$ cat config.mk
export PLATFORM = sky130hd
export DESIGN_NAME = hpc_ram
export DESIGN_NICKNAME = d
export VERILOG_FILES = /design/src/rtl/hpc_ram.sv
export SDC_FILE = /design/constraint.sdc
export NUM_CORES = 2
export LEC_CHECK = 0
export BUFFER_PORTS_ARGS = -buffer_cell sky130_fd_sc_hd__buf_4
export CORE_UTILIZATION = 55
export CTS_BUF_LIST = sky130_fd_sc_hd__clkbuf_16
export CTS_CLUSTER_SIZE = 25
export DETAILED_ROUTE_END_ITERATION = 12
export PLACE_DENSITY = 0.79
export SYNTH_ARGS = -nofsm -noshare
export SYNTH_HDL_FRONTEND = slang
export SYNTH_SLANG_ARGS = --single-unit
$ cat constraint.sdc
create_clock -name aclk -period 30.5 [get_ports aclk]
set_input_delay 6.1 -clock aclk [delete_from_list [all_inputs] [get_ports aclk]]
set_output_delay 6.1 -clock aclk [all_outputs]
set_load 0.05 [all_outputs]
$ cat src/rtl/hpc_ram.sv
`timescale 1ns / 1ps
// ----------------------------------------------------------------------------
// hpc_ram: generic simple dual-port RAM
// One write port, one read port with registered read data.
// ----------------------------------------------------------------------------
module hpc_ram #(
    parameter int WIDTH = 224,
    parameter int DEPTH = 18
) (
    input  logic                     aclk,
    input  logic                     we,
    input  logic [$clog2(DEPTH)-1:0] waddr,
    input  logic [WIDTH-1:0]         wdata,
    input  logic [$clog2(DEPTH)-1:0] raddr,
    output logic [WIDTH-1:0]         rdata
);
    logic [WIDTH-1:0] mem [DEPTH];

    always_ff @(posedge aclk) begin
        if (we) begin
            mem[waddr] <= wdata;
        end
        rdata <= mem[raddr];
    end
endmodule

==> summary.txt <==
Run status
  • Status: finished clean

Synthesis
  • Synth Cell Area: 158000 um2
  • Area contributors post-synth: edfxtp_1, mux4_2, mux2i_1
  • Mapped Cells: 7158
  • Syn_area_per_cell: 22.1 um2
  • Unique masters post-synth: 25
  • Post-synth top area cell: edfxtp_1
  • Synth Register Bits: 4256
  • Top cell type's share of synthesized area: 76.7%
  • Post-synthesis net count: 7394
  • Sequential element share of the synthesized area: 79.5%
  • Yosys warns: 0

Pwr
  • Pwr Total: 12.1 mW
  • Max IR drop VDD: 68.3 uV
  • PwrDens: 67.9 nW/um2
  • P_leak: 58.8 nW

Drt
  • Residual DRC: 0
  • Detailed Routing Iterations Pass 1: 6
  • Initial DRC Count: 8558
  • Via Count: 77.1k
  • DR WL/cell: 32.0 um
  • Drt via density: 6.46
  • WL final: 382 mm
  • Final ANT Viol Nets: 0

Clock tree
  • Post-CTS sizing: 0
  • Maximum clock path buffer count: 4
  • CTS buffer count: 412
  • CTS sink count: 4256
  • H-tree levels: 5
  • # Post-CTS Setup Buffers: 0
  • Clk_lat worst skew: 990 ps
  • Worst-path clk slew: 70 ps
  • CTS tree: built
  • Hold_buf cts: 0
  • Clock Root Buffer: clkbuf_16

Worst setup path
  • CP Launch Type: primary input
  • Worst Path Required: 31330 ps
  • Crit. End Element: flop
  • CP bufs+invs: 5
  • Worst EP arrival: 10880 ps
  • Top delay family on crit path: buffers and inverters
  • Crit path top cell by count: buf_4
  • CP cell instances: buf_16 -> buf_4 -> buf_4 -> buf_4 -> buf_4 -> mux2i_1 -> a221oi_1 -> o21ai_1 -> o211ai_1
  • Max stage delay on crit path: 890 ps
  • Crit Path Category: in2reg
  • CP max-delay cell: buf_4
  • Worst-path fanout max: 137

Timing
  • Final setup vio count: 0
  • Period minus WS final: 10050 ps
  • Setup TNS: 0 ps
  • Pins Over Slew Limit: 0
  • Final Hold Fails: 0
  • FMAX: 99.5 MHz
  • Worst Tran Pin Value: 1310 ps
  • Rel. slew slack: 12.8%
  • Clock Skews: 56.2 ps
  • RSZ-0062 raised after global routing: no
  • Final period util: 32.9%

Placed design
  • Placed Instances: 11.1k
  • HPWL Detailed: 185 mm
  • Placer Congestion: 0.738
  • IO Port Bufs: 459

GRT
  • Largest net degree at the start of global routing: 138
  • Global route hottest layer: met2
  • Vias in the first global route: 79.4k
  • First-pass GRT wire length: 547 mm
  • Total grt overflow: 0
  • Initial antenna violation count: 71
  • Met3 Track Usage GR: 5.62%
  • Total GRT Usage: 26.3%
  • Met1 usage: 33.8%
  • Met2 usage: 43.9%

Final layout
  • Layout area overhead: 13.3%
  • Post-Layout Cell Count: 11.9k
  • Multi-input gate area: 30300 um2
  • Fillers: 18.2k
  • Share of cells above drive strength 1: 25.7%
  • Register Area: 126000 um2
  • Final nets: 8009

Floorplan
  • Initial Util: 55.4%
  • DIE AREA: 289000 um2
  • Die Width: 538 um
  • Num ports: 460
  • Core ar.: 285000 um2
  • FP Rows: 196
  • Die height: 538 um

Min path
  • HP Class: reg2reg

Job
  • Max-capacitance violation count: 0
-- sequential cells by signal (all words and copies together), names as in the netlist --
register / cells
mem: 4032
rdata: 224
-- metal layers --
layer | share of wire (%) | vias up
met5 | 0.10 | -
met4 | 3.8 | 62
met3 | 9.9 | 795
met2 | 50 | 4408
met1 | 36 | 40627
li1 | - | 31235
-- where the power goes --
part	internal [mW]	total (mW)	switching (mW)
sequential	6.49	6.54	0.0501
clock	2.77	4.96	2.19
combinational	0.228	0.646	0.418
total	9.49	12.1	2.66
-- cells in the final DEF (no fill, tap or decap), drive strengths merged, types with 15 or more instances in the layout --
master and count:
edfxtp 4032, mux4 672, mux2i 672, buf 602
clkbuf 413, nand2 229, a221oi 224, mux2 224
o211ai 224, dfxtp 224, o21ai 224, clkinv 194
inv 119, diode 43, bufinv 35, nor2 15
-- logic make-up (layout without fill, tap and decap cells) --
kind of cell	count (synthesis)	count (layout)	share of synthesized area (%)
buffers and inverters	401	1374	1.36
and+or+nand+nor	261	261	0.648
muxes	1568	1568	15.4
AOI/OAI and AO/OA	672	672	3.02
DFF	4256	4256	79.5
other	0	43	0
-- final timing paths --
check                        startpoint                end  slack [ps]  cells past startpoint
setup / recovery               raddr[2]  rdata[39]$_DFF_P_       20450                      9
hold / removal    mem[17][59]$_DFFE_PP_  rdata[59]$_DFF_P_         570                      3
setup reg to reg   mem[15][5]$_DFFE_PP_   rdata[5]$_DFF_P_       28950                      3
hold reg to reg   mem[17][59]$_DFFE_PP_  rdata[59]$_DFF_P_         570                      3
-- area by class of cell --
cell class	count	area share [%]
diodes	43	0.0602
clock buffers	413	5.78
clock inverters	359	1.66
multi-input cells	2501	17.0
flip-flops and latches	4256	70.2
well taps	3762	2.63
repair buffers	602	2.70
-- worst min-delay path, delay by kind of cell (launching register included) --
family / cells / cell delay [ps]
AND/OR/NAND/NOR: 1 / 40
AO/OA/AOI/OAI: 1 / 80
flip-flops: 1 / 320
multiplexers: 1 / 140
-- cell usage after synthesis --
cell	n
mux2i_1	672
or3b_2	2
clkbuf_1	139
nor4_1	2
nor2b_1	3
nand2b_1	3
and2_1	1
buf_2	157
a221oi_1	224
buf_6	25
dfxtp_1	224
edfxtp_1	4032
buf_1	10
o21ai_1	200
buf_4	70
nand3_1	2
nand3b_1	1
mux4_2	672
nor2_1	15
or2_2	1
nand2_1	229
o211ai_1	224
o21ai_0	24
nor3_1	2
mux2_2	224
-- metrics by stage --
stage                     util (%)  instance area (um2)  hold WS (ps)  setup slack [ps]
after global placement        58.0               165000           578             19550
final                         62.7               179000           572             20450
after CTS                     62.7               179000           577             20480
after global routing          62.7               179000           608             20220
after floorplan                  -               158000           559              1410
after detailed placement      58.0               165000           588             19490
(Power assumes the default switching activity.)
