--- config.mk ---
export PLATFORM = sky130hd
export DESIGN_NAME = hpc_div
export DESIGN_NICKNAME = d
export VERILOG_FILES = /design/src/rtl/hpc_div.sv
export SDC_FILE = /design/constraint.sdc
export NUM_CORES = 1
export LEC_CHECK = 0
export BUFFER_PORTS_ARGS = -buffer_cell sky130_fd_sc_hd__buf_2
export CORE_ASPECT_RATIO = 1.25
export CORE_UTILIZATION = 45
export DETAILED_ROUTE_END_ITERATION = 8
export PLACE_DENSITY_LB_ADDON = 0.25
export SLEW_MARGIN = 20
export SYNTH_ARGS = -nofsm -noshare
export SYNTH_HDL_FRONTEND = slang
export SYNTH_SLANG_ARGS = --single-unit
--- constraint.sdc ---
create_clock -name aclk -period 3.58 [get_ports aclk]
set_clock_uncertainty 0.15 [all_clocks]
set_input_delay 0.716 -clock aclk [delete_from_list [all_inputs] [get_ports aclk]]
set_output_delay 0.716 -clock aclk [all_outputs]
set_load 0.01 [all_outputs]
--- src/rtl/hpc_div.sv ---
`timescale 1ns / 1ps
// ----------------------------------------------------------------------------
// hpc_div: radix-2 restoring divider for the crossing fraction
// q = round(num * 2^FRAC / den), num <= den, den > 0; one bit per cycle.
// ----------------------------------------------------------------------------
module hpc_div #(
    parameter int FRAC = 16
) (
    input  logic            aclk,
    input  logic            aresetn,
    input  logic            start,
    input  logic [33:0]     num,
    input  logic [33:0]     den,
    output logic            busy,
    output logic [FRAC:0]   q
);
    localparam int NW = 35 + FRAC;
    localparam int CNT_W = $clog2(FRAC + 2);

    logic [NW-1:0]    dvd;
    logic [34:0]      rem_reg, rem_next;
    logic [FRAC:0]    low_reg, low_next;
    logic [FRAC:0]    q_reg, q_next;
    logic [33:0]      den_reg, den_next;
    logic [CNT_W-1:0] cnt_reg, cnt_next;
    logic             busy_reg, busy_next;
    logic [34:0]      trial;

    assign dvd   = NW'({num, FRAC'(0)}) + NW'(den >> 1);
    assign trial = {rem_reg[33:0], low_reg[FRAC]};

    always_comb begin
        rem_next  = rem_reg;
        low_next  = low_reg;
        q_next    = q_reg;
        den_next  = den_reg;
        cnt_next  = cnt_reg;
        busy_next = busy_reg;
        if (start) begin
            // quotient fits FRAC+1 bits, so the top part is already below den
            rem_next  = 35'(dvd[NW-1:FRAC+1]);
            low_next  = dvd[FRAC:0];
            den_next  = den;
            q_next    = '0;
            cnt_next  = CNT_W'(FRAC + 1);
            busy_next = 1'b1;
        end else if (busy_reg) begin
            if (trial >= {1'b0, den_reg}) begin
                rem_next = trial - {1'b0, den_reg};
                q_next   = {q_reg[FRAC-1:0], 1'b1};
            end else begin
                rem_next = trial;
                q_next   = {q_reg[FRAC-1:0], 1'b0};
            end
            low_next = {low_reg[FRAC-1:0], 1'b0};
            cnt_next = cnt_reg - 1'b1;
            if (cnt_reg == CNT_W'(1)) begin
                busy_next = 1'b0;
            end
        end
    end

    always_ff @(posedge aclk) begin
        if (!aresetn) begin
            busy_reg <= 1'b0;
            cnt_reg  <= '0;
        end else begin
            busy_reg <= busy_next;
            cnt_reg  <= cnt_next;
        end
        rem_reg <= rem_next;
        low_reg <= low_next;
        q_reg   <= q_next;
        den_reg <= den_next;
    end

    assign busy = busy_reg;
    assign q    = q_reg;
endmodule

==> results_tabular.tex, run 1 <==
\begin{tabular}{lr}
\hline
Metric & Value \\
\hline
\multicolumn{2}{l}{\textbf{Worst setup path}} \\
\quad Cell with the most instances on the worst path & sky130\_fd\_sc\_hd\_\_buf\_4 \\
\quad Largest fanout on the critical path & 27 \\
\quad Worst stage delay on the critical path & 530 ps \\
\quad CP max stage cell & sky130\_fd\_sc\_hd\_\_or4\_4 \\
\quad Data required time at the worst endpoint & 3640 ps \\
\quad Kind of end point of the critical path & flip-flop \\
\quad Critical Path, Cell by Cell & inv\_1 -> ha\_1 -> nand4\_1 -> or3\_4 -> o41ai\_4 -> buf\_4 -> a2bb2oi\_2 -> o21ai\_4 -> buf\_12 -> buf\_4 -> or4\_4 -> a22oi\_2 \\
\quad Critical path data arrival time & 3590 ps \\
\quad Sort of element at the start of the critical path & flip-flop \\
\quad Reg-to-reg critical path startpoint & den\_reg[19]\$\_DFFE\_PP\_ \\
\quad Worst reg2reg endpoint & rem\_reg[21]\$\_DFFE\_PP\_ \\
\quad Worst-case register-to-register setup slack & 50 ps \\
\quad CP Class & reg2reg \\
\quad Worst Reg-to-Reg Cells & 12 \\
\multicolumn{2}{l}{\textbf{Drt}} \\
\quad Detail Route Antenna Nets & 0 \\
\quad Detailed Route WL & 18.9 mm \\
\quad Overall via count from detail\_route & 6,312 \\
\quad Ratio of routed vias to standard cells & 5.57 \\
\quad DR WL/cell & 16.6 um \\
\quad Residual DRC count & 0 \\
\quad Iter 0 DRT Violations & 298 \\
\quad Iteration count of the initial detailed-routing pass & 5 \\
\multicolumn{2}{l}{\textbf{Run status}} \\
\quad Run status & completed \\
\multicolumn{2}{l}{\textbf{Run}} \\
\quad Max-cap check violation count & 0 \\
\multicolumn{2}{l}{\textbf{Floorplan}} \\
\quad Floorplan row count & 52 \\
\quad Total I/O pin count & 89 \\
\quad Area of the die & 0.0172 mm\^{}2 \\
\quad Chip Width & 118 um \\
\quad Core area & 0.0163 mm\^{}2 \\
\quad Vert. Die Dim & 147 um \\
\quad Effective utilization at floorplan & 46.3\% \\
\multicolumn{2}{l}{\textbf{Final layout}} \\
\quad Share of post-route cells with drive strength above 1 & 22.3\% \\
\quad Antenna diodes & 0 \\
\quad Area Overhead vs Synth & 19.0\% \\
\quad Post-layout net count & 1,039 \\
\quad Core occupancy in the finished layout & 55.0\% \\
\quad Number of fill cells & 1,527 \\
\quad Final design instance area without fill & 0.00895 mm\^{}2 \\
\multicolumn{2}{l}{\textbf{Global routing}} \\
\quad Maximum number of pins on one net before global-route repair & 52 \\
\quad Global-route wire length before repair & 30.6 mm \\
\quad Number of global-route vias before repair & 6,231 \\
\quad Total gr overflow & 0 \\
\quad Total global-route track usage & 22.3\% \\
\quad Initial antenna violation count & 0 \\
\multicolumn{2}{l}{\textbf{Clock tree}} \\
\quad Root cell of the clock tree & sky130\_fd\_sc\_hd\_\_clkbuf\_16 \\
\quad Number of levels in the clock H-tree & 3 \\
\quad CTS tree & done \\
\quad Hold buffers post-CTS & 0 \\
\quad Largest buffer count on any clock path & 2 \\
\quad Clock input transition at the sequential cells of the worst setup and hold paths & 80 ps \\
\quad Number of CTS-inserted buffers & 9 \\
\quad Source-to-sink clock delay at the later pin of the worst-skew pair & 370 ps \\
\quad Clock Sink Count & 108 \\
\multicolumn{2}{l}{\textbf{Place}} \\
\quad \# port buffers & 88 \\
\quad Post-detailed-placement half-perimeter wirelength & 14.5 mm \\
\quad Post-place instance area & 0.00855 mm\^{}2 \\
\quad Routability congestion estimate & 0.879 \\
\multicolumn{2}{l}{\textbf{Logic synthesis}} \\
\quad Ys async rst share & 0\% \\
\quad Biggest area consumer among synthesized cells & sky130\_fd\_sc\_hd\_\_edfxtp\_1 \\
\quad Avg Synthesized Cell Area & 9.55 um\^{}2 \\
\quad Unique masters post-synth & 70 \\
\quad Flip-flop and latch count after synthesis & 108 \\
\quad Netlist Area Pre-Place & 0.00753 mm\^{}2 \\
\quad Share of the synthesized area in the top cell type & 33.9\% \\
\quad Most numerous cell types in the synthesized netlist & sky130\_fd\_sc\_hd\_\_edfxtp\_1 (85), sky130\_fd\_sc\_hd\_\_nor2\_1 (73), sky130\_fd\_sc\_hd\_\_a21oi\_1 (72), sky130\_fd\_sc\_hd\_\_ha\_1 (53), sky130\_fd\_sc\_hd\_\_nand2\_1 (52) \\
\quad Count of flip-flops with a built-in enable after synthesis & 85 \\
\quad Net count of the mapped netlist & 914 \\
\quad Cell count after synthesis & 788 \\
\quad Most repeated cell in the gate-level netlist after synthesis & sky130\_fd\_sc\_hd\_\_edfxtp\_1 \\
\quad Top post-synthesis cells by area & sky130\_fd\_sc\_hd\_\_edfxtp\_1 (34\%), sky130\_fd\_sc\_hd\_\_ha\_1 (8.8\%), sky130\_fd\_sc\_hd\_\_dfxtp\_1 (6.1\%) \\
\quad Sequential-to-total area share from yosys stat & 40.0\% \\
\quad Most common flop cell mapped by yosys & sky130\_fd\_sc\_hd\_\_edfxtp\_1 \\
\quad Yosys synthesis warning count & 0 \\
\multicolumn{2}{l}{\textbf{Timing}} \\
\quad FMAX & 283 MHz \\
\quad Final setup vio count & 0 \\
\quad Worst hold slack after final layout & 346 ps \\
\quad Worst-margin pin slew & 570 ps \\
\quad Tmin final & 3530 ps \\
\quad Normalized max-slew margin & 62.0\% \\
\quad Final hold violations & 0 \\
\quad Unrepaired setup endpoints after global routing & yes \\
\quad Period utilization & 98.6\% \\
\quad Final slew viol count & 0 \\
\multicolumn{2}{l}{\textbf{Power and ir drop}} \\
\quad Worst vdd ir & 0.000269 V \\
\quad Sum of internal, switching and leakage power & 5660 uW \\
\quad Pwr dens & 633 mW/mm\^{}2 \\
\quad Static Leak & 0.00381 uW \\
\multicolumn{2}{l}{\textbf{Worst hold path}} \\
\quad Min-delay worst type & reg2reg \\
\quad Cells on Worst Hold Path & 2 \\
\quad Hold path start & cnt\_reg[1]\$\_SDFFE\_PP0P\_ \\
\quad End point of the most critical hold path & cnt\_reg[1]\$\_SDFFE\_PP0P\_ \\
\hline
\end{tabular}
==> cells in the final DEF (no fill, tap or decap), drive strengths merged, types with 10 or more instances in the layout <==
master  count
a21boi     12
buf       149
a211oi     26
nand3      18
nor2       73
dfxtp      23
nand2      52
mux2i      21
xnor2      36
a21o       24
xor2       25
mux2       16
ha         53
o21ai      44
edfxtp     85
a21oi      73
clkbuf     10
and3       12
inv        55
==> power breakdown <==
| group | internal, uW | total (uW) | switching, uW |
|---|---|---|---|
| Clock | 523 | 1060 | 535 |
| Sequential | 1610 | 1730 | 120 |
| Combinational | 1320 | 2880 | 1560 |
==> worst max-delay path, delay by kind of cell, from the launching register on <==
| family | cells | cell delay (ps) |
|---|---|---|
| DFF | 1 | 410 |
| and+or+nand+nor | 3 | 1170 |
| adders and majority gates | 1 | 290 |
| AOI/OAI and AO/OA | 4 | 790 |
| buffers and inverters | 4 | 550 |
==> cell families after synthesis <==
| kind of cell | synth area share (%) |
|---|---|
| AND/OR/NAND/NOR | 13.1 |
| multiplexers | 5.19 |
| flip-flops | 40.0 |
| AO/OA/AOI/OAI | 20.4 |
| buffers and inverters | 4.79 |
| XOR/XNOR | 7.10 |
| adder cells (fa/ha/maj) | 9.34 |
==> cell type report <==
class | count | area (um^2) | area share (%)
tap | 216 | 270 | 3.02
multi-input combinational | 595 | 4230 | 47.3
inverter | 50 | 188 | 2.10
sequential | 108 | 3010 | 33.7
clock inverter | 6 | 72.6 | 0.811
timing repair buffer | 149 | 938 | 10.5
clock buffer | 10 | 239 | 2.67
==> metrics by stage <==
stage / setup slack [ps] / TNS (ps) / std cells
after floorplan: 235 / 0 / 788
after global placement: 7.43 / 0 / 1116
after detailed placement: -66.0 / -213 / 1116
after CTS: 38.6 / 0 / 1132
after global routing: -20.5 / -27.2 / 1134
final: 51.1 / 0 / 1134
==> timing repair <==
| action | 4_1_cts | 5_1_grt |
|---|---|---|
| resized for setup | 0 | 14 |
| setup buffers | 0 | 2 |
| setup endpoints to repair | 0 | 5 |
==> per-layer routing <==
| metal | vias to the layer above | wire length, um | GRT usage [%] |
|---|---|---|---|
| li1 | 3126 | - | - |
| met2 | 143 | 9180 | 37.4 |
| met5 | - | 0 | 0 |
| met4 | 0 | 517 | 9.17 |
| met3 | 34 | 728 | 3.16 |
| met1 | 3009 | 8450 | 28.8 |
==> worst max path at each step <==
stage	startpoint	endpoint	slack [ps]	depth (start not counted)
finish	den_reg[19]$_DFFE_PP_	rem_reg[21]$_DFFE_PP_	50	12
global route	den_reg[19]$_DFFE_PP_	rem_reg[21]$_DFFE_PP_	-20	12
CTS	rem_reg[16]$_DFFE_PP_	rem_reg[21]$_DFFE_PP_	40	11
detailed placement	den[17]	rem_reg[29]$_DFFE_PP_	-70	13
global placement	den[17]	rem_reg[29]$_DFFE_PP_	7	13
floorplan	num[0]	rem_reg[27]$_DFFE_PP_	240	12
No activity file was read; power rests on OpenSTA's default activity.
==> inputs of run 2 (changes only) <==
--- a/config.mk
+++ b/config.mk
@@ -11,4 +11,5 @@
 export DETAILED_ROUTE_END_ITERATION = 8
 export PLACE_DENSITY_LB_ADDON = 0.25
+export SETUP_SLACK_MARGIN = 0.4
 export SLEW_MARGIN = 20
 export SYNTH_ARGS = -nofsm -noshare
--- a/constraint.sdc
+++ b/constraint.sdc
@@ -3,3 +3,3 @@
 set_input_delay 0.716 -clock aclk [delete_from_list [all_inputs] [get_ports aclk]]
 set_output_delay 0.716 -clock aclk [all_outputs]
-set_load 0.01 [all_outputs]
+set_load 0.05 [all_outputs]
==> run 2 against run 1 <==
- sequential power about the same
- routed wire length up 9.4%
- cell count up 0.97%
- flip-flop and latch count unchanged
- via count up 2.5%
- non-clock buffer count up 11
- critical path depth up 1
- first-iteration DRC count up 47%
- critical path type unchanged
- critical endpoint is now rem_reg[3]$_DFFE_PP_
- largest power group unchanged
==> results_tabular.tex, run 2 (synthesis gave the netlist of run 1 again) <==
\begin{tabular}{lr}
\hline
Metric & Value \\
\hline
\multicolumn{2}{l}{\textbf{Clock tree}} \\
\quad Number of levels in the clock H-tree & 3 \\
\quad Root cell of the clock tree & sky130\_fd\_sc\_hd\_\_clkbuf\_16 \\
\quad CTS tree & done \\
\quad Clock Sink Count & 108 \\
\quad Source-to-sink clock delay at the later pin of the worst-skew pair & 370 ps \\
\quad Hold buffers post-CTS & 0 \\
\quad Clock input transition at the sequential cells of the worst setup and hold paths & 80 ps \\
\quad Largest buffer count on any clock path & 2 \\
\quad Number of CTS-inserted buffers & 9 \\
\multicolumn{2}{l}{\textbf{Worst setup path}} \\
\quad Largest fanout on the critical path & 7 \\
\quad Kind of end point of the critical path & flip-flop \\
\quad Sort of element at the start of the critical path & flip-flop \\
\quad Worst reg2reg endpoint & rem\_reg[3]\$\_DFFE\_PP\_ \\
\quad Worst path buffer plus inverter count & 4 \\
\quad CP Class & reg2reg \\
\quad Critical path data arrival time & 3230 ps \\
\quad Cell with the most instances on the worst path & sky130\_fd\_sc\_hd\_\_buf\_12 \\
\quad Reg-to-reg critical path startpoint & rem\_reg[26]\$\_DFFE\_PP\_ \\
\quad Critical Path, Cell by Cell & ha\_1 -> and3\_4 -> nand2\_2 -> or3\_4 -> o41ai\_4 -> a2bb2oi\_2 -> o21ai\_4 -> buf\_12 -> buf\_12 -> buf\_16 -> buf\_6 -> a211oi\_2 -> a21oi\_1 \\
\quad Worst stage delay on the critical path & 420 ps \\
\quad Data required time at the worst endpoint & 3510 ps \\
\quad Worst Reg-to-Reg Cells & 13 \\
\quad CP max stage cell & sky130\_fd\_sc\_hd\_\_edfxtp\_1 \\
\quad Worst-case register-to-register setup slack & 290 ps \\
\quad Largest delay contributor family on the critical path & compound AO/OA/AOI/OAI gates \\
\multicolumn{2}{l}{\textbf{Power and ir drop}} \\
\quad Sum of internal, switching and leakage power & 6440 uW \\
\quad Portion of total power attributed to sequential cells & 27.1\% \\
\quad Pwr dens & 671 mW/mm\^{}2 \\
\quad Clock power frac & 16.1\% \\
\quad Net switching fraction of the power & 40.1\% \\
\quad Combinational share of power & 56.9\% \\
\quad Static Leak & 0.00397 uW \\
\quad Int Pwr & 3860 uW \\
\quad Worst vdd ir & 0.000329 V \\
\quad NetSw & 2580 uW \\
\multicolumn{2}{l}{\textbf{Timing}} \\
\quad Tmin final & 3290 ps \\
\quad Worst-margin pin slew & 751 ps \\
\quad Normalized max-slew margin & 49.9\% \\
\quad Final total negative setup slack & 0 ps \\
\quad Setup slack of the critical path after layout & 286 ps \\
\quad FMAX & 304 MHz \\
\quad Period utilization & 92.0\% \\
\quad Unrepaired setup endpoints after global routing & yes \\
\quad Final setup vio count & 0 \\
\quad Final slew viol count & 0 \\
\quad Final hold violations & 0 \\
\multicolumn{2}{l}{\textbf{Floorplan}} \\
\quad Total I/O pin count & 89 \\
\quad Core area & 0.0163 mm\^{}2 \\
\quad Chip Width & 118 um \\
\quad Vert. Die Dim & 147 um \\
\quad Area of the die & 0.0172 mm\^{}2 \\
\quad Effective utilization at floorplan & 46.3\% \\
\quad Floorplan row count & 52 \\
\multicolumn{2}{l}{\textbf{Drt}} \\
\quad DR top layer & met4 \\
\quad Detailed Route WL & 20.6 mm \\
\quad Overall via count from detail\_route & 6,469 \\
\quad Ratio of routed vias to standard cells & 5.65 \\
\quad Detailed-routed wire length on met3 & 1.12 mm \\
\quad Iter 0 DRT Violations & 439 \\
\quad Detail Route Antenna Nets & 0 \\
\quad Total length of routed met2 wires & 10.1 mm \\
\quad Residual DRC count & 0 \\
\quad Iteration count of the initial detailed-routing pass & 7 \\
\quad DR WL/cell & 18.0 um \\
\quad Detailed-routing wirelength on met1 & 8.78 mm \\
\multicolumn{2}{l}{\textbf{Final layout}} \\
\quad Share of post-route cells with drive strength above 1 & 30.2\% \\
\quad Core occupancy in the finished layout & 58.9\% \\
\quad Antenna diodes & 0 \\
\quad Final design instance area without fill & 0.00959 mm\^{}2 \\
\quad Highest-count cells in the layout ignoring fill and taps & sky130\_fd\_sc\_hd\_\_edfxtp\_1 (85), sky130\_fd\_sc\_hd\_\_buf\_2 (85), sky130\_fd\_sc\_hd\_\_nor2\_1 (66) \\
\quad Area Overhead vs Synth & 27.4\% \\
\quad Post-layout net count & 1,050 \\
\multicolumn{2}{l}{\textbf{Global routing}} \\
\quad Total global-route track usage & 23.5\% \\
\quad Number of global-route vias before repair & 6,284 \\
\quad Global-route wire length before repair & 31.9 mm \\
\quad Maximum number of pins on one net before global-route repair & 111 \\
\quad Initial antenna violation count & 0 \\
\quad Total gr overflow & 0 \\
\multicolumn{2}{l}{\textbf{Run}} \\
\quad Max-cap check violation count & 0 \\
\multicolumn{2}{l}{\textbf{Place}} \\
\quad \# port buffers & 88 \\
\quad Routability congestion estimate & 0.934 \\
\quad Post-detailed-placement half-perimeter wirelength & 14.2 mm \\
\quad Worst setup slack before clock tree synthesis & -33.3 ps \\
\quad Post-place instance area & 0.00848 mm\^{}2 \\
\multicolumn{2}{l}{\textbf{Run status}} \\
\quad Run status & completed \\
\multicolumn{2}{l}{\textbf{Worst hold path}} \\
\quad End point of the most critical hold path & cnt\_reg[1]\$\_SDFFE\_PP0P\_ \\
\quad Min-delay worst type & reg2reg \\
\quad Cells on Worst Hold Path & 2 \\
\quad Hold path start & cnt\_reg[1]\$\_SDFFE\_PP0P\_ \\
\hline
\end{tabular}
run 2: worst reg2reg max path, delay by kind of cell, from the launching register on:
family | cells | cell delay, ps
AO/OA/AOI/OAI | 5 | 930
adder cells (fa/ha/maj) | 1 | 330
buffers and inverters | 4 | 540
flip-flops | 1 | 420
AND/OR/NAND/NOR | 3 | 630
run 2: worst max path at each step:
stage	slack [ps]	start	endpoint	cells past startpoint
6_report	290	rem_reg[26]$_DFFE_PP_	rem_reg[3]$_DFFE_PP_	13
5_1_grt	190	rem_reg[8]$_DFFE_PP_	rem_reg[6]$_DFFE_PP_	13
4_1_cts	340	rem_reg[2]$_DFFE_PP_	rem_reg[29]$_DFFE_PP_	13
3_5_place_dp	-30	den[17]	rem_reg[27]$_DFFE_PP_	13
2_1_floorplan	280	num[0]	rem_reg[27]$_DFFE_PP_	12
3_3_place_gp	30	num[0]	rem_reg[27]$_DFFE_PP_	13
run 2: area by class of cell:
type,count,area (um^2)
Clock buffer,9,225
Clock inverter,7,77.6
Fill cell,1404,6680
Inverter,50,188
Multi-Input combinational cell,595,4630
Sequential cell,108,3010
Tap cell,216,270
Timing Repair Buffer,160,1180
run 2: metrics by stage:
step	instances	hold slack (ps)
after floorplan	788	319
after global placement	1103	329
after detailed placement	1103	342
after CTS	1131	351
after global routing	1145	369
final	1145	345
run 2: layer usage:
metal | GRT usage (%) | vias up
met5 | 0 | -
met4 | 9.49 | 0
met3 | 4.41 | 43
met2 | 39.9 | 221
met1 | 29.4 | 3051
li1 | - | 3154
run 2: timing repair:
action                                  CTS  global route
gates resized for setup                  55            47
cloned                                    3             0
pin swaps                                28            41
setup buffers                             9            14
endpoints found under the setup margin   28            34
run 2: power by group through the flow:
stage | Clock (uW) | Combinational, uW | Sequential, uW
floorplan | 0 | 1930 | 1710
global placement | 0 | 2670 | 1740
detailed placement | 0 | 2670 | 1750
CTS | 1060 | 3300 | 1740
global route | 1100 | 3900 | 1760
finish | 1030 | 3660 | 1740
==> inputs of run 3 (changes only) <==
CORE_UTILIZATION = 40   (was 45)
==> run 3 against run 2 <==
- critical path depth down 2
- largest power group unchanged
- cell count grew 0.61%
- die area grew 12%
- final area increased by 1.8%
- clock power about the same
==> results_tabular.tex, run 3 (synthesis gave the netlist of run 1 again) <==
\begin{tabular}{lr}
\hline
Metric & Value \\
\hline
\multicolumn{2}{l}{\textbf{Final layout}} \\
\quad Highest-count cells in the layout ignoring fill and taps & sky130\_fd\_sc\_hd\_\_buf\_2 (87), sky130\_fd\_sc\_hd\_\_edfxtp\_1 (85), sky130\_fd\_sc\_hd\_\_nor2\_1 (65) \\
\quad Most common cell after layout, fill and taps aside & sky130\_fd\_sc\_hd\_\_buf\_2 \\
\quad Area Overhead vs Synth & 29.7\% \\
\quad Post-layout net count & 1,045 \\
\quad Final design instance area without fill & 0.00976 mm\^{}2 \\
\quad Share of post-route cells with drive strength above 1 & 31.0\% \\
\quad Antenna diodes & 0 \\
\quad Count of non-filler cells in the finished layout & 1,152 \\
\multicolumn{2}{l}{\textbf{Power and ir drop}} \\
\quad Clock power frac & 16.0\% \\
\quad Sum of internal, switching and leakage power & 6540 uW \\
\quad Worst vdd ir & 0.000378 V \\
\quad NetSw & 2570 uW \\
\quad Pwr dens & 670 mW/mm\^{}2 \\
\quad Static Leak & 0.00396 uW \\
\quad Portion of total power attributed to sequential cells & 27.2\% \\
\quad Int Pwr & 3970 uW \\
\quad Combinational share of power & 56.8\% \\
\quad Net switching fraction of the power & 39.3\% \\
\multicolumn{2}{l}{\textbf{Global routing}} \\
\quad Initial antenna violation count & 0 \\
\quad Total global-route track usage & 20.5\% \\
\quad Number of global-route vias before repair & 6,225 \\
\quad Global-route wire length before repair & 31.5 mm \\
\quad Total gr overflow & 0 \\
\quad Maximum number of pins on one net before global-route repair & 69 \\
\multicolumn{2}{l}{\textbf{Worst setup path}} \\
\quad Critical Path, Cell by Cell & ha\_4 -> and3\_4 -> nand2\_2 -> or3\_4 -> o41ai\_4 -> a2bb2oi\_2 -> o21ai\_4 -> buf\_6 -> bufbuf\_16 -> or4\_4 -> a22oi\_2 \\
\quad Largest delay contributor family on the critical path & simple AND/OR/NAND/NOR gates \\
\quad CP Class & reg2reg \\
\quad CP startpoint & rem\_reg[26]\$\_DFFE\_PP\_ \\
\quad Largest fanout on the critical path & 6 \\
\quad Worst stage delay on the critical path & 470 ps \\
\quad Reg-to-reg critical path startpoint & rem\_reg[26]\$\_DFFE\_PP\_ \\
\quad Kind of end point of the critical path & flip-flop \\
\quad Worst path buffer plus inverter count & 2 \\
\quad CP max stage cell & sky130\_fd\_sc\_hd\_\_edfxtp\_1 \\
\quad Sort of element at the start of the critical path & flip-flop \\
\quad Data required time at the worst endpoint & 3650 ps \\
\quad Critical path data arrival time & 3350 ps \\
\multicolumn{2}{l}{\textbf{Place}} \\
\quad \# port buffers & 88 \\
\quad DP Cell Count & 1,108 \\
\quad Post-place instance area & 0.00845 mm\^{}2 \\
\quad Worst setup slack before clock tree synthesis & -77.2 ps \\
\quad Post-detailed-placement half-perimeter wirelength & 14.3 mm \\
\quad Routability congestion estimate & 0.870 \\
\multicolumn{2}{l}{\textbf{Timing}} \\
\quad Unrepaired setup endpoints after global routing & yes \\
\quad FMAX & 305 MHz \\
\quad Worst-margin pin slew & 537 ps \\
\quad Normalized max-slew margin & 64.2\% \\
\quad Tmin final & 3280 ps \\
\quad Final slew viol count & 0 \\
\quad Final hold violations & 0 \\
\quad Final setup vio count & 0 \\
\quad Period utilization & 91.6\% \\
\quad Setup slack of the critical path after layout & 302 ps \\
\multicolumn{2}{l}{\textbf{Drt}} \\
\quad Detail Route Antenna Nets & 0 \\
\quad Overall via count from detail\_route & 6,285 \\
\quad DR top layer & met4 \\
\quad Iteration count of the initial detailed-routing pass & 5 \\
\quad Detailed-routing wirelength on met1 & 8.94 mm \\
\quad Ratio of routed vias to standard cells & 5.46 \\
\quad Iter 0 DRT Violations & 360 \\
\quad Total length of routed met2 wires & 9.97 mm \\
\quad DR WL/cell & 17.3 um \\
\quad Detailed-routed wire length on met3 & 734 um \\
\quad Detailed Route WL & 20.0 mm \\
\quad Residual DRC count & 0 \\
\multicolumn{2}{l}{\textbf{Floorplan}} \\
\quad Core area & 0.0182 mm\^{}2 \\
\quad Chip Width & 125 um \\
\quad Area of the die & 0.0194 mm\^{}2 \\
\quad Floorplan row count & 55 \\
\quad Total I/O pin count & 89 \\
\quad Effective utilization at floorplan & 41.3\% \\
\quad Vert. Die Dim & 155 um \\
\multicolumn{2}{l}{\textbf{Worst hold path}} \\
\quad Min-delay worst type & reg2reg \\
\quad Hold path start & cnt\_reg[1]\$\_SDFFE\_PP0P\_ \\
\multicolumn{2}{l}{\textbf{Clock tree}} \\
\quad Clock input transition at the sequential cells of the worst setup and hold paths & 80 ps \\
\quad Hold buffers post-CTS & 0 \\
\quad Root cell of the clock tree & sky130\_fd\_sc\_hd\_\_clkbuf\_16 \\
\quad Number of CTS-inserted buffers & 9 \\
\quad Clock Sink Count & 108 \\
\quad Number of levels in the clock H-tree & 3 \\
\quad CTS tree & done \\
\quad Largest buffer count on any clock path & 2 \\
\quad Source-to-sink clock delay at the later pin of the worst-skew pair & 370 ps \\
\multicolumn{2}{l}{\textbf{Run status}} \\
\quad Run status & completed \\
\multicolumn{2}{l}{\textbf{Run}} \\
\quad Max-cap check violation count & 0 \\
\hline
\end{tabular}
[run 3: worst reg2reg max path: stages, from the launching register on]
cell                        delay, ps
sky130_fd_sc_hd__edfxtp_1         470
sky130_fd_sc_hd__ha_4             310
sky130_fd_sc_hd__and3_4           190
sky130_fd_sc_hd__nand2_2           50
sky130_fd_sc_hd__or3_4            330
sky130_fd_sc_hd__o41ai_4          370
sky130_fd_sc_hd__a2bb2oi_2        210
sky130_fd_sc_hd__o21ai_4           90
sky130_fd_sc_hd__buf_6            120
sky130_fd_sc_hd__bufbuf_16        260
sky130_fd_sc_hd__or4_4            430
sky130_fd_sc_hd__a22oi_2          160
[run 3: final cells by class]
| class | count | area [um^2] |
|---|---|---|
| inverters | 50 | 188 |
| repair buffers | 155 | 1140 |
| clock inverters | 7 | 78.8 |
| clock buffers | 9 | 225 |
| well taps | 228 | 285 |
| flip-flops and latches | 108 | 3010 |
| fillers | 1608 | 8480 |
| multi-input cells | 595 | 4830 |
[run 3: power groups by stage]
stage / logic [uW] / registers (uW) / clock network (uW)
3_3_place_gp: 2590 / 1750 / 0
4_1_cts: 3250 / 1770 / 1070
2_1_floorplan: 1930 / 1710 / 0
6_report: 3710 / 1780 / 1040
3_5_place_dp: 2610 / 1750 / 0
5_1_grt: 4010 / 1800 / 1110
[run 3: path summary, 6_finish.rpt]
check | slack [ps] | cells past startpoint | to
hold / removal | 350 | 2 | cnt_reg[1]$_SDFFE_PP0P_
setup reg to reg | 300 | 11 | rem_reg[21]$_DFFE_PP_
hold reg to reg | 350 | 2 | cnt_reg[1]$_SDFFE_PP0P_
setup / recovery | 300 | 11 | rem_reg[21]$_DFFE_PP_
[run 3: metal layers]
| layer | vias to the layer above | GRT usage (%) |
|---|---|---|
| met1 | 3004 | 25.5 |
| li1 | 3131 | - |
| met4 | 0 | 6.83 |
| met2 | 129 | 36.0 |
| met5 | - | 0 |
| met3 | 21 | 3.23 |
[run 3: through the flow]
step                util (%)  hold WS (ps)  TNS [ps]
CTS                     51.5           352         0
global placement        46.4           324      -241
finish                  53.5           351         0
detailed placement      46.4           344      -611
floorplan                  -           319         0
global route            53.5           364         0
[run 3: timing repair]
item | in CTS | in global routing
setup buffers | 11 | 12
cloned | 3 | 2
resized for setup | 71 | 39
endpoints found under the setup margin | 33 | 34
pin swaps | 35 | 30
